==> src/rtl/tws_pkg.sv <==
// shared types, codes and constants for the three-wire spi register/fifo master
// no dependencies
package tws_pkg;

    localparam int TICK_BITS = 8;

    localparam int S_DATA_W = 24;
    localparam int M_DATA_W = 16;
    localparam int CFG_IDX_W = 2;

    localparam logic [3:0] PH_IDLE   = 4'd0;
    localparam logic [3:0] PH_SETUPA = 4'd1;
    localparam logic [3:0] PH_SETUPB = 4'd2;
    localparam logic [3:0] PH_LOW    = 4'd3;
    localparam logic [3:0] PH_HIGH   = 4'd4;
    localparam logic [3:0] PH_TAILA  = 4'd5;
    localparam logic [3:0] PH_TAILB  = 4'd6;
    localparam logic [3:0] PH_HOLD   = 4'd7;
    localparam logic [3:0] PH_GAP    = 4'd8;

    localparam logic [2:0] OP_NONE    = 3'd0;
    localparam logic [2:0] OP_REG_WR  = 3'd1;
    localparam logic [2:0] OP_REG_RD  = 3'd2;
    localparam logic [2:0] OP_FIFO_WR = 3'd3;
    localparam logic [2:0] OP_FIFO_RD = 3'd4;

    localparam logic [CFG_IDX_W-1:0] CFG_HALF_PERIOD = 2'd0;
    localparam logic [CFG_IDX_W-1:0] CFG_FIFO_HOLD   = 2'd1;
    localparam logic [CFG_IDX_W-1:0] CFG_FIFO_GAP    = 2'd2;

    localparam logic [16:0] CNT_MAX = 17'((1 << TICK_BITS) - 1);

    typedef struct packed {
        logic [7:0] half_period_ticks;
        logic [7:0] fifo_hold_ticks;
        logic [7:0] fifo_gap_ticks;
    } tws_cfg_t;

    typedef struct packed {
        logic [3:0]           phase;
        logic [2:0]           kind;
        logic [2:0]           bit_index;
        logic                 byte_index;
        logic [7:0]           shift_byte;
        logic [7:0]           data_hold;
        logic [TICK_BITS-1:0] wait_count;
        logic                 csb;
        logic                 fcsb;
        logic                 sclk;
        logic                 sdio;
        logic                 drive;
        logic [7:0]           received;
    } tws_state_t;

    localparam tws_state_t STATE_RESET = '{
        phase:      PH_IDLE,
        kind:       OP_NONE,
        bit_index:  3'd0,
        byte_index: 1'b0,
        shift_byte: 8'd0,
        data_hold:  8'd0,
        wait_count: '0,
        csb:        1'b1,
        fcsb:       1'b1,
        sclk:       1'b0,
        sdio:       1'b1,
        drive:      1'b0,
        received:   8'd0
    };

    // wait load, clipped to the counter range
    function automatic logic [TICK_BITS-1:0] sat_wait(input logic [7:0] d);
        logic [16:0] wide;
        logic [16:0] res;
        begin
            wide = {9'd0, d};
            res  = (wide > CNT_MAX) ? CNT_MAX : wide;
            return res[TICK_BITS-1:0];
        end
    endfunction

endpackage

==> src/rtl/tws_cfg.sv <==
// timing configuration registers of the three-wire spi master
// depends on tws_pkg
module tws_cfg
(
    input  logic                              clk,
    input  logic                              rst_n,
    input  logic                              cfg_valid,
    output logic                              cfg_ready,
    input  logic [tws_pkg::CFG_IDX_W-1:0]     cfg_index,
    input  logic [7:0]                        cfg_data,
    output tws_pkg::tws_cfg_t                 cfg
);

    tws_pkg::tws_cfg_t cfg_reg;

    assign cfg_ready = 1'b1;
    assign cfg       = cfg_reg;

    always_ff @(posedge clk or negedge rst_n)
    begin
        if (!rst_n)
        begin
            cfg_reg.half_period_ticks <= 8'd1;
            cfg_reg.fifo_hold_ticks   <= 8'd3;
            cfg_reg.fifo_gap_ticks    <= 8'd6;
        end
        else if (cfg_valid)
        begin
            if (cfg_index == tws_pkg::CFG_HALF_PERIOD)
            begin
                cfg_reg.half_period_ticks <= cfg_data;
            end
            else if (cfg_index == tws_pkg::CFG_FIFO_HOLD)
            begin
                cfg_reg.fifo_hold_ticks <= cfg_data;
            end
            else if (cfg_index == tws_pkg::CFG_FIFO_GAP)
            begin
                cfg_reg.fifo_gap_ticks <= cfg_data;
            end
        end
    end

endmodule

==> src/rtl/tws_step.sv <==
// one-tick next-state logic of the three-wire spi master sequencer
// depends on tws_pkg
module tws_step
(
    input  tws_pkg::tws_state_t cur,
    input  tws_pkg::tws_cfg_t   cfg,
    input  logic [2:0]          operation,
    input  logic [6:0]          reg_address,
    input  logic [7:0]          write_data,
    input  logic                sdio_in,
    output tws_pkg::tws_state_t nxt,
    output logic                read_done
);

    logic [7:0]                     half_ticks;
    logic [tws_pkg::TICK_BITS-1:0]  half_wait;
    logic                           is_reg;
    logic                           sending;
    logic                           start_op;
    logic                           go_low;
    logic                           go_high;
    logic                           go_tail;
    logic                           go_hold;
    logic                           go_gap;
    logic                           go_fin;
    tws_pkg::tws_state_t            nx;

    assign half_ticks = (cfg.half_period_ticks == 8'd0) ? 8'd1 : cfg.half_period_ticks;
    assign half_wait  = tws_pkg::sat_wait(half_ticks - 8'd1);
    assign start_op   = (operation == tws_pkg::OP_REG_WR) || (operation == tws_pkg::OP_REG_RD) ||
                        (operation == tws_pkg::OP_FIFO_WR) || (operation == tws_pkg::OP_FIFO_RD);

    always_comb
    begin
        nx        = cur;
        read_done = 1'b0;
        go_low    = 1'b0;
        go_high   = 1'b0;
        go_tail   = 1'b0;
        go_hold   = 1'b0;
        go_gap    = 1'b0;
        go_fin    = 1'b0;
        is_reg    = (cur.kind == tws_pkg::OP_REG_WR) || (cur.kind == tws_pkg::OP_REG_RD);
        sending   = 1'b0;

        if (cur.phase == tws_pkg::PH_IDLE)
        begin
            if (start_op)
            begin
                nx.kind       = operation;
                nx.data_hold  = write_data;
                nx.bit_index  = 3'd0;
                nx.byte_index = 1'b0;
                nx.sclk       = 1'b0;
                if ((operation == tws_pkg::OP_REG_WR) || (operation == tws_pkg::OP_REG_RD))
                begin
                    nx.shift_byte = {operation == tws_pkg::OP_REG_RD, reg_address};
                    nx.sdio       = 1'b1;
                    nx.drive      = 1'b1;
                    nx.fcsb       = 1'b1;
                    nx.csb        = 1'b0;
                end
                else
                begin
                    nx.shift_byte = (operation == tws_pkg::OP_FIFO_WR) ? write_data : 8'd0;
                    nx.drive      = (operation == tws_pkg::OP_FIFO_WR);
                    nx.csb        = 1'b1;
                    nx.fcsb       = 1'b0;
                end
                nx.phase      = tws_pkg::PH_SETUPA;
                nx.wait_count = half_wait;
            end
        end
        else if (cur.wait_count != '0)
        begin
            nx.wait_count = cur.wait_count - {{(tws_pkg::TICK_BITS-1){1'b0}}, 1'b1};
        end
        else
        begin
            unique case (cur.phase)
                tws_pkg::PH_SETUPA:
                begin
                    nx.phase      = tws_pkg::PH_SETUPB;
                    nx.wait_count = half_wait;
                end
                tws_pkg::PH_SETUPB:
                begin
                    nx.bit_index  = 3'd0;
                    nx.byte_index = 1'b0;
                    go_low        = 1'b1;
                end
                tws_pkg::PH_LOW:
                begin
                    go_high = 1'b1;
                end
                tws_pkg::PH_HIGH:
                begin
                    if (cur.bit_index != 3'd7)
                    begin
                        nx.bit_index = cur.bit_index + 3'd1;
                        go_low       = 1'b1;
                    end
                    else if (is_reg && !cur.byte_index)
                    begin
                        nx.byte_index = 1'b1;
                        nx.bit_index  = 3'd0;
                        nx.shift_byte = (cur.kind == tws_pkg::OP_REG_WR) ? cur.data_hold : 8'd0;
                        go_low        = 1'b1;
                    end
                    else if (is_reg)
                    begin
                        nx.phase = tws_pkg::PH_TAILA;
                        go_tail  = 1'b1;
                    end
                    else
                    begin
                        go_hold = 1'b1;
                    end
                end
                tws_pkg::PH_TAILA:
                begin
                    nx.phase = tws_pkg::PH_TAILB;
                    go_tail  = 1'b1;
                end
                tws_pkg::PH_HOLD:
                begin
                    go_gap = 1'b1;
                end
                default:
                begin
                    go_fin = 1'b1;
                end
            endcase
        end

        // data pin is driven for writes and for the address byte of a read
        sending = (nx.kind == tws_pkg::OP_REG_WR) || (nx.kind == tws_pkg::OP_FIFO_WR) ||
                  ((nx.kind == tws_pkg::OP_REG_RD) && !nx.byte_index);

        if (go_low)
        begin
            nx.phase      = tws_pkg::PH_LOW;
            nx.sclk       = 1'b0;
            if (sending)
            begin
                nx.sdio  = nx.shift_byte[7];
                nx.drive = 1'b1;
            end
            else
            begin
                nx.drive = 1'b0;
            end
            nx.wait_count = half_wait;
        end

        if (go_high)
        begin
            nx.phase      = tws_pkg::PH_HIGH;
            nx.sclk       = 1'b1;
            nx.shift_byte = sending ? {cur.shift_byte[6:0], 1'b0}
                                    : {cur.shift_byte[6:0], sdio_in};
            nx.wait_count = half_wait;
        end

        if (go_tail)
        begin
            nx.sclk       = 1'b0;
            nx.wait_count = half_wait;
        end

        if (go_hold)
        begin
            nx.phase = tws_pkg::PH_HOLD;
            nx.sclk  = 1'b0;
            if (cfg.fifo_hold_ticks == 8'd0)
            begin
                go_gap = 1'b1;
            end
            else
            begin
                nx.wait_count = tws_pkg::sat_wait(cfg.fifo_hold_ticks - 8'd1);
            end
        end

        if (go_gap)
        begin
            nx.phase = tws_pkg::PH_GAP;
            nx.fcsb  = 1'b1;
            if (cfg.fifo_gap_ticks == 8'd0)
            begin
                go_fin = 1'b1;
            end
            else
            begin
                nx.wait_count = tws_pkg::sat_wait(cfg.fifo_gap_ticks - 8'd1);
            end
        end

        if (go_fin)
        begin
            nx.csb  = 1'b1;
            nx.fcsb = 1'b1;
            nx.sclk = 1'b0;
            if (is_reg)
            begin
                nx.sdio = 1'b1;
            end
            nx.drive = 1'b0;
            if ((cur.kind == tws_pkg::OP_REG_RD) || (cur.kind == tws_pkg::OP_FIFO_RD))
            begin
                nx.received = nx.shift_byte;
                read_done   = 1'b1;
            end
            nx.phase      = tws_pkg::PH_IDLE;
            nx.wait_count = '0;
        end
    end

    assign nxt = nx;

endmodule

==> src/rtl/three_wire_spi_register_fifo_master.sv <==
// top level of the three-wire spi master for register and fifo accesses
// depends on tws_pkg, tws_cfg and tws_step
//
//  channel  | direction | handshake          | word
//  ---------+-----------+--------------------+------------------------------------
//  s_*      | in        | s_tvalid/s_tready  | one timing tick: command and sdio_in
//  m_*      | out       | m_tvalid/m_tready  | pin levels, busy, read byte, done
//  cfg_*    | in        | cfg_valid/cfg_ready| timing register write
//
// one word per clock cycle while s_tready is high; the sequencer state and the output register
// both update on the cycle a word is accepted
// s_tready is high while the output register is empty or being drained
// reset leaves the sequencer idle with selects high, clock low, data high
// cfg_ready is always high
module three_wire_spi_register_fifo_master
(
    input  logic                              clk,
    input  logic                              rst_n,
    input  logic                              s_tvalid,
    output logic                              s_tready,
    // operation[2:0], reg_address[9:3], write_data[17:10], sdio_in[18], zero pad
    input  logic [tws_pkg::S_DATA_W-1:0]      s_tdata,
    output logic                              m_tvalid,
    input  logic                              m_tready,
    // csb_level[0], fcsb_level[1], sclk_level[2], sdio_out_level[3], sdio_drive[4],
    // busy_res[5], read_data[13:6], read_done[14], zero pad
    output logic [tws_pkg::M_DATA_W-1:0]      m_tdata,
    input  logic                              cfg_valid,
    output logic                              cfg_ready,
    input  logic [tws_pkg::CFG_IDX_W-1:0]     cfg_index,
    input  logic [7:0]                        cfg_data
);

    tws_pkg::tws_cfg_t      cfg;
    tws_pkg::tws_state_t    state_reg;
    tws_pkg::tws_state_t    state_next;
    logic                   done_next;
    logic                   m_tvalid_reg;
    logic [14:0]            result_reg;
    logic [14:0]            result_next;
    logic                   s_accept;

    tws_cfg u_cfg
    (
        .clk       (clk),
        .rst_n     (rst_n),
        .cfg_valid (cfg_valid),
        .cfg_ready (cfg_ready),
        .cfg_index (cfg_index),
        .cfg_data  (cfg_data),
        .cfg       (cfg)
    );

    tws_step u_step
    (
        .cur         (state_reg),
        .cfg         (cfg),
        .operation   (s_tdata[2:0]),
        .reg_address (s_tdata[9:3]),
        .write_data  (s_tdata[17:10]),
        .sdio_in     (s_tdata[18]),
        .nxt         (state_next),
        .read_done   (done_next)
    );

    assign s_tready = !m_tvalid_reg || m_tready;
    assign s_accept = s_tvalid && s_tready;

    assign result_next = {done_next, state_next.received,
                          state_next.phase != tws_pkg::PH_IDLE,
                          state_next.drive, state_next.sdio, state_next.sclk,
                          state_next.fcsb, state_next.csb};

    always_ff @(posedge clk or negedge rst_n)
    begin
        if (!rst_n)
        begin
            state_reg    <= tws_pkg::STATE_RESET;
            m_tvalid_reg <= 1'b0;
        end
        else if (s_accept)
        begin
            state_reg    <= state_next;
            m_tvalid_reg <= 1'b1;
        end
        else if (m_tready)
        begin
            m_tvalid_reg <= 1'b0;
        end
    end

    always_ff @(posedge clk)
    begin
        if (s_accept)
        begin
            result_reg <= result_next;
        end
    end

    assign m_tvalid = m_tvalid_reg;
    assign m_tdata  = {1'b0, result_reg};

    // done pulse only on the word that ends a transaction
    assert property (@(posedge clk) disable iff (!rst_n)
        (m_tvalid_reg && result_reg[14]) |-> !result_reg[5])
        else $error("read done while still busy");

    // a stalled result must block new words
    assert property (@(posedge clk) disable iff (!rst_n)
        (m_tvalid_reg && !m_tready) |-> !s_tready)
        else $error("word accepted over a stalled result");

    // idle with no valid command stays idle
    assert property (@(posedge clk) disable iff (!rst_n)
        (s_accept && (state_reg.phase == tws_pkg::PH_IDLE) &&
         (s_tdata[2:0] == tws_pkg::OP_NONE))
        |=> (state_reg.phase == tws_pkg::PH_IDLE))
        else $error("idle sequencer started without a command");

    // wait counter only runs inside a transaction
    assert property (@(posedge clk) disable iff (!rst_n)
        (state_reg.wait_count != '0) |-> (state_reg.phase != tws_pkg::PH_IDLE))
        else $error("wait count left over in idle");

    // state only moves on an accepted word
    assert property (@(posedge clk) disable iff (!rst_n)
        !s_accept |=> $stable(state_reg))
        else $error("sequencer state moved without a word");

endmodule
==> config.mk <==
export PLATFORM = sky130hd
export DESIGN_NAME = three_wire_spi_register_fifo_master
export DESIGN_NICKNAME = d
export VERILOG_FILES = /design/src/rtl/tws_pkg.sv /design/src/rtl/tws_cfg.sv /design/src/rtl/tws_step.sv /design/src/rtl/three_wire_spi_register_fifo_master.sv
export SDC_FILE = /design/constraint.sdc
export NUM_CORES = 1
export LEC_CHECK = 0
export ABC_CLOCK_PERIOD_IN_PS = 4000
export BUFFER_PORTS_ARGS = -buffer_cell sky130_fd_sc_hd__buf_2
export CAP_MARGIN = 25
export CORE_ASPECT_RATIO = 1.25
export CORE_MARGIN = 3
export CORE_UTILIZATION = 50
export CTS_BUF_LIST = sky130_fd_sc_hd__clkbuf_2 sky130_fd_sc_hd__clkbuf_4 sky130_fd_sc_hd__clkbuf_8
export CTS_CLUSTER_DIAMETER = 60
export DETAILED_ROUTE_END_ITERATION = 7
export GPL_ROUTABILITY_DRIVEN = 0
export PLACE_DENSITY = 0.69
export SYNTH_ARGS = -nofsm -noshare
export SYNTH_HDL_FRONTEND = slang
export SYNTH_SLANG_ARGS = --single-unit
==> constraint.sdc <==
create_clock -name clk -period 4 [get_ports clk]
set_input_delay 1 -clock clk [delete_from_list [all_inputs] [get_ports clk]]
set_output_delay 1 -clock clk [all_outputs]
set_load 0.01 [all_outputs]
==> impl_metrics.py, run 1 <==
metrics = {
    "status": {
        "outcome": "completed",
    },
    "drt": {
        "vias_per_cell": 6.522,
        "drt_first_pass_iters": 5,
        "drcViolationCount": 0,
        "top_layer": "met4",
        "drt-met1-wl_mm": 6.089,
        "dr_wl_met2_mm": 8.356,
        "drt_iter0_drc": 546,
        "wirelength_mm": 16.07,
        "wl_met3_um": 845,
        "wl_per_cell_um": 19.86,
        "antenna_violating_nets_post_route": 0,
        "dr_total_vias": 5276,
    },
    "worst_setup_path": {
        "reg2reg_setup_slack_ps": 360,
        "criticalPathCategory": "reg2reg",
        "crit_arrival_ps": 3910,
        "crit_required_ps": 4270,
        "rr_startpoint": "state_reg[13]",
        "setup.worst_path.end_class": "register",
        "crit_fanout": 12,
        "regToRegEndpoint": "state_reg[0]",
        "rr_worst_depth": 9,
        "crit_path_start": "state_reg[13]",
        "startpoint_type": "register",
    },
    "placed_design": {
        "dpl_cell_area_um2": 6138,
        "post-place-ws_ps": 465.4,
        "dp_hpwl_mm": 11.71,
        "port_buffers": 50,
    },
    "timing": {
        "setup_slack_ps": 360.4,
        "finalCritPeriodShare_pct": 90.99,
        "worst_hold_slack_ps": 488.0,
        "finalClockSkew_ps": 9.856,
        "rsz0062_at_grt": "no",
        "tightest_slew_ps": 865.3,
        "fmax_mhz": 274.8,
        "fin_tns_setup_ps": 0,
        "hold_viol": 0,
        "min_period_ps": 3640,
        "setup_viol": 0,
        "final_max_slew_viol_count": 0,
        "max_slew_margin_pct": 42.32,
    },
    "final_layout": {
        "num_antenna_cells": 0,
        "area_delta_synth_final_pct": 8.471,
        "postLayoutCellArea_um2": 6329,
        "final.fill_count": 1001,
        "nNetsFinal": 716,
        "largest_reg_flops": 48,
        "register_area_um2": 2287,
        "multi_input_area_um2": 3281,
        "drive_above_1_share_pct": 21.22,
    },
    "synth": {
        "yosys_warnings": 0,
        "syn_avg_cell_area_um2": 9.102,
        "syn_inst": 641,
        "synth_cell_types": 86,
        "syn_nets": 688,
        "syn_area_um2": 5834,
        "ys_seq_elements": 88,
        "synth_flop_cell": "dfrtp_1",
        "ys_seq_area_share_pct": 39.20,
        "async_reset_ff_share_pct": 82.95,
        "synth-edff-count": 15,
    },
    "clock_tree": {
        "cts_resized": 0,
        "hold_buffers": 0,
        "clock_latency_ps": 380,
        "cts_sinks": 88,
        "clk_pin_slew_ps": 100,
        "cts_tree": "built",
        "cts_setup_buffers": 0,
        "cts_buffers": 9,
        "cts_max_level": 3,
        "clockBufferDepth": 2,
        "cts_root_buf": "clkbuf_8",
    },
    "global_routing": {
        "grt_pass1_wl_mm": 25.71,
        "antenna_found_initial": 0,
        "grt-ovfl-total": 0,
        "grt_use_total_pct": 25.08,
        "grt_pass1_vias": 5147,
        "grt_max_degree": 40,
    },
    "die": {
        "rows": 43,
        "die_h_um": 126.8,
        "die_x_um": 102.6,
        "core-area_um2": 11240,
        "start_util_pct": 51.89,
        "die-area_um2": 13010,
        "io_pins": 58,
    },
    "flow_run": {
        "drv_cap": 0,
    },
    "pwr": {
        "pwr_density_cell_nw_per_um2": 516.4,
        "p_leak_uw": 0.002573,
        "internal_power_uw": 1915,
        "p_sw_share_pct": 41.39,
        "combPwrFrac_pct": 37.2,
        "switching_power_uw": 1353,
        "p_seq_share_pct": 44.4,
        "pwr-share-clk_pct": 18.4,
        "peakVddDrop_mv": 0.2895,
    },
    "min_path": {
        "hold_depth": 2,
        "worstHoldPathType": "reg2reg",
        "worst_hold_path.endpoint": "state_reg[11]",
        "min_from": "state_reg[11]",
    },
}
## how the worst max path moves through the flow
| stage | to | cells past startpoint |
|---|---|---|
| after global placement | state_reg[0] | 9 |
| final | state_reg[0] | 9 |
| after detailed placement | state_reg[0] | 9 |
| after global routing | state_reg[0] | 9 |
| after floorplan | result_reg[4] | 8 |
| after CTS | state_reg[0] | 9 |
## cell families after synthesis
group                    count (synthesis)  synth area share [%]
multiplexers                            47                 8.900
adder cells (fa/ha/maj)                  8                 1.716
buffers and inverters                   61                 4.568
flip-flops                              88                 39.20
AND/OR/NAND/NOR                        204                 18.85
AO/OA/AOI/OAI                          213                 23.93
other                                    2                0.1287
XOR/XNOR                                18                 2.702
## critical path, stage by stage (launching register included)
cell and delay (ps):
dfrtp_1 450, inv_1 120, ha_1 210, nor3b_1 500, buf_4 260, nand2_2 180, o31ai_4 560, a21oi_1 320
or3_1 600, mux2_4 350
## placed cells by master, fill, tap and decap left out, drive strengths merged, types with 8 or more instances in the layout
cell type / count
o21ai: 71
dfrtp: 65
nand2: 64
buf: 61
a21oi: 41
nor2: 37
mux2: 36
o31ai: 23
inv: 20
nor3: 17
edfxtp: 15
nand3: 11
mux2i: 11
xnor2: 9
xor2: 9
a21o: 9
nand3b: 9
clkbuf: 9
nor4: 9
a221oi: 8
nand2b: 8
ha: 8
dfstp: 8
## area by class of cell
| class | instances | area share (%) |
|---|---|---|
| clock buffers | 9 | 1.957 |
| flip-flops and latches | 88 | 36.14 |
| multi-input cells | 492 | 51.84 |
| repair buffers | 61 | 5.417 |
| well taps | 135 | 2.669 |
| clock inverters | 7 | 0.9688 |
| inverters | 17 | 1.008 |
## through the flow
stage                     total power [uW]  utilization [%]  instances
after CTS                             3256            56.24        808
final                                 3268            56.28        809
after global placement                2597            54.59        792
after global routing                  3469            56.28        809
after floorplan                       2293                -        641
after detailed placement              2651            54.59        792
## synth_stat cells (all sizes together) (4+ instances only)
| master | n | area, um2 |
|---|---|---|
| or3 | 6 | 37.54 |
| nand3b | 9 | 67.56 |
| a32oi | 4 | 35.03 |
| edfxtp | 15 | 450.4 |
| o21ai | 71 | 359.1 |
| dfstp | 8 | 210.2 |
| nor4 | 9 | 71.32 |
| a22oi | 5 | 37.54 |
| nand3 | 11 | 55.05 |
| clkbuf | 25 | 93.84 |
| mux2 | 36 | 409.1 |
| a221oi | 8 | 70.07 |
| nand2b | 8 | 50.05 |
| nand4 | 5 | 31.28 |
| nand2 | 64 | 242.7 |
| dfrtp | 65 | 1627 |
| or2 | 5 | 31.28 |
| inv | 16 | 60.06 |
| o21a | 4 | 30.03 |
| a21boi | 4 | 30.03 |
| ha | 8 | 100.1 |
| a211oi | 6 | 45.04 |
| xnor2 | 9 | 78.83 |
| mux2i | 11 | 110.1 |
| buf | 19 | 108.9 |
| or4 | 7 | 56.30 |
| o31ai | 23 | 186.4 |
| a21o | 9 | 67.56 |
| a21oi | 41 | 205.2 |
| o211ai | 6 | 50.05 |
| xor2 | 9 | 78.83 |
| nor3b | 7 | 52.55 |
| nor2 | 37 | 156.4 |
| nor3 | 17 | 90.09 |
## power groups by stage
stage          Combinational [uW]  Clock (uW)  Sequential [uW]
2_1_floorplan                 963           0             1330
3_3_place_gp                 1160           0             1440
3_5_place_dp                 1200           0             1450
4_1_cts                      1210         612             1440
5_1_grt                      1340         647             1480
6_report                     1220         601             1450
## metal layers
layer,up-vias,GRT usage (%)
met3,63,2.915
li1,2454,-
met1,2524,29.47
met5,-,0
met4,0,14.13
met2,235,43.42
(Power assumes the default switching activity.)
==> run 2, diff against run 1 <==
--- a/config.mk
+++ b/config.mk
@@ -11,10 +11,10 @@
 export CORE_ASPECT_RATIO = 1.25
 export CORE_MARGIN = 3
-export CORE_UTILIZATION = 50
+export CORE_UTILIZATION = 59
 export CTS_BUF_LIST = sky130_fd_sc_hd__clkbuf_2 sky130_fd_sc_hd__clkbuf_4 sky130_fd_sc_hd__clkbuf_8
 export CTS_CLUSTER_DIAMETER = 60
 export DETAILED_ROUTE_END_ITERATION = 7
 export GPL_ROUTABILITY_DRIVEN = 0
-export PLACE_DENSITY = 0.69
+export PLACE_DENSITY = 0.8
 export SYNTH_ARGS = -nofsm -noshare
 export SYNTH_HDL_FRONTEND = slang
==> constraint.sdc (replaced) <==
create_clock -name clk -period 4 [get_ports clk]
set_input_delay 0.2 -clock clk [delete_from_list [all_inputs] [get_ports clk]]
set_output_delay 0.2 -clock clk [all_outputs]
set_load 0.01 [all_outputs]
==> impl_metrics.py, run 2 (synthesis gave the netlist of run 1 again) <==
metrics = {
    "worst_setup_path": {
        "crit_path_max_incr_delay_ps": 590,
        "crit_fanout": 11,
        "setup.worst_path.end_class": "register",
        "startpoint_type": "register",
        "crit_arrival_ps": 3370,
        "crit_required_ps": 4120,
        "critPathTopFamily": "simple AND/OR/NAND/NOR gates",
        "path_buf_inv": 1,
        "cpMaxStageDelayCell": "or3b_2",
        "criticalPathCategory": "reg2reg",
        "worstPathCellList": "inv_1 -> ha_1 -> or3b_2 -> nor3_1 -> a21oi_1 -> a221oi_1 -> o31ai_1",
    },
    "timing": {
        "finalClockSkew_ps": 19.19,
        "final_max_slew_viol_count": 0,
        "fin_tns_setup_ps": 0,
        "finalCritPeriodShare_pct": 81.13,
        "min_period_ps": 3245,
        "rsz0062_at_grt": "no",
        "setup_slack_ps": 754.7,
        "hold_viol": 0,
        "setup_viol": 0,
        "fmax_mhz": 308.1,
        "max_slew_margin_pct": 41.26,
        "tightest_slew_ps": 881.1,
    },
    "clock_tree": {
        "cts_root_buf": "clkbuf_8",
        "cts_tree": "built",
        "cts_buffers": 9,
        "clockBufferDepth": 2,
        "cts_max_level": 3,
        "clk_pin_slew_ps": 90,
        "clock_latency_ps": 380,
        "cts_setup_buffers": 0,
        "cts_sinks": 88,
    },
    "global_routing": {
        "grt_max_degree": 40,
        "grt_pass1_wl_mm": 25.48,
        "grt_pass1_vias": 5206,
        "grt_use_total_pct": 29.72,
        "antenna_found_initial": 0,
        "grt-ovfl-total": 0,
    },
    "final_layout": {
        "nNetsFinal": 720,
        "area_delta_synth_final_pct": 8.385,
        "mostFrequentLayoutCells": "o21ai_0, dfrtp_1, nand2_1",
        "postLayoutCellArea_um2": 6324,
        "layout_commonest_cell": "o21ai_0",
        "drive_above_1_share_pct": 21.39,
        "num_antenna_cells": 0,
        "largest_reg_flops": 48,
        "fin_cells": 801,
    },
    "drt": {
        "vias_per_cell": 6.729,
        "drt_iter0_drc": 621,
        "wl_per_cell_um": 19.65,
        "antenna_violating_nets_post_route": 0,
        "drcViolationCount": 0,
        "drt_first_pass_iters": 7,
        "wirelength_mm": 15.74,
        "dr_total_vias": 5390,
    },
    "die": {
        "start_util_pct": 62.27,
        "die_x_um": 94.95,
        "die_h_um": 117.2,
        "core-area_um2": 9369,
        "die-area_um2": 11130,
        "rows": 39,
        "io_pins": 58,
    },
    "status": {
        "outcome": "completed",
    },
    "pwr": {
        "peakVddDrop_mv": 0.2738,
        "switching_power_uw": 1334,
        "p_leak_uw": 0.002580,
        "internal_power_uw": 1917,
        "p_seq_share_pct": 44.1,
        "combPwrFrac_pct": 38.4,
        "pwr-share-clk_pct": 17.6,
        "finalPower_uw": 3251,
        "pwr_density_cell_nw_per_um2": 514.1,
        "p_sw_share_pct": 41.03,
    },
    "placed_design": {
        "port_buffers": 50,
        "dp_hpwl_mm": 11.53,
        "dp.cells": 784,
        "post-place-ws_ps": 778.4,
        "dpl_cell_area_um2": 6138,
    },
    "min_path": {
        "worstHoldPathType": "in2reg",
    },
    "flow_run": {
        "drv_cap": 0,
    },
}
## run 2: changes by cell type in the layout (fill, tap and decap cells not counted)
cell,previous run,this run
inv_6,3,1
buf_12,1,0
clkinv_1,1,2
dlygate4sd3_1,0,1
clkbuf_4,0,1
clkinvlp_4,2,3
inv_8,1,0
buf_4,9,13
## run 2: final cells by class
type / instances / area (um2)
clock buffers: 10 / 131.4
clock inverters: 6 / 43.79
fillers: 774 / 3045
inverters: 17 / 63.81
multi-input cells: 492 / 3281
flip-flops and latches: 88 / 2287
well taps: 123 / 153.9
repair buffers: 65 / 362.8
## run 2: worst paths after layout
| path | cells past startpoint | end | from | slack [ps] |
|---|---|---|---|---|
| worst max register to register | 7 | result_reg[12] | state_reg[13] | 750 |
| worst min register to register | 2 | state_reg[39] | state_reg[39] | 490 |
| min in group asynchronous | 2 | state_reg[25] | rst_n | 470 |
| worst min-delay path | 2 | m_tvalid | s_tvalid | 30 |
| max in group asynchronous | 3 | u_cfg.cfg[2] | rst_n | 2520 |
| worst max-delay path | 7 | result_reg[12] | state_reg[13] | 750 |
## run 2: routing by layer
metal / global-route usage, % / up-vias / share of wire, %
li1: - / 2454 / -
met2: 51.65 / 253 / 51
met4: 19.44 / 0 / 5.6
met1: 34.19 / 2617 / 37
met3: 3.964 / 66 / 6.4
met5: 0 / - / 0
## run 2: repair_timing
| action | in CTS | in global routing |
|---|---|---|
| hold endpoints to repair | 34 | 0 |
| hold buffers | 1 | 0 |
| resized for setup | 0 | 0 |
## run 2: power groups by stage
stage | Clock [uW] | Combinational [uW] | Sequential, uW
2_1_floorplan | 0 | 963 | 1330
3_3_place_gp | 0 | 1170 | 1420
3_5_place_dp | 0 | 1220 | 1440
4_1_cts | 575 | 1230 | 1420
5_1_grt | 612 | 1380 | 1460
6_report | 571 | 1250 | 1430
## run 2: through the flow
stage	util (%)	hold slack (ps)
3_3_place_gp	65.46	361.6
4_1_cts	67.49	21.07
3_5_place_dp	65.52	379.1
5_1_grt	67.49	36.52
2_1_floorplan	-	-95.59
6_report	67.49	29.30
## run 2: worst register-to-register path, stage by stage (launching register included)
cell	delay [ps]
dfrtp_1	430
inv_1	120
ha_1	210
or3b_2	590
nor3_1	560
a21oi_1	360
a221oi_1	580
o31ai_1	140
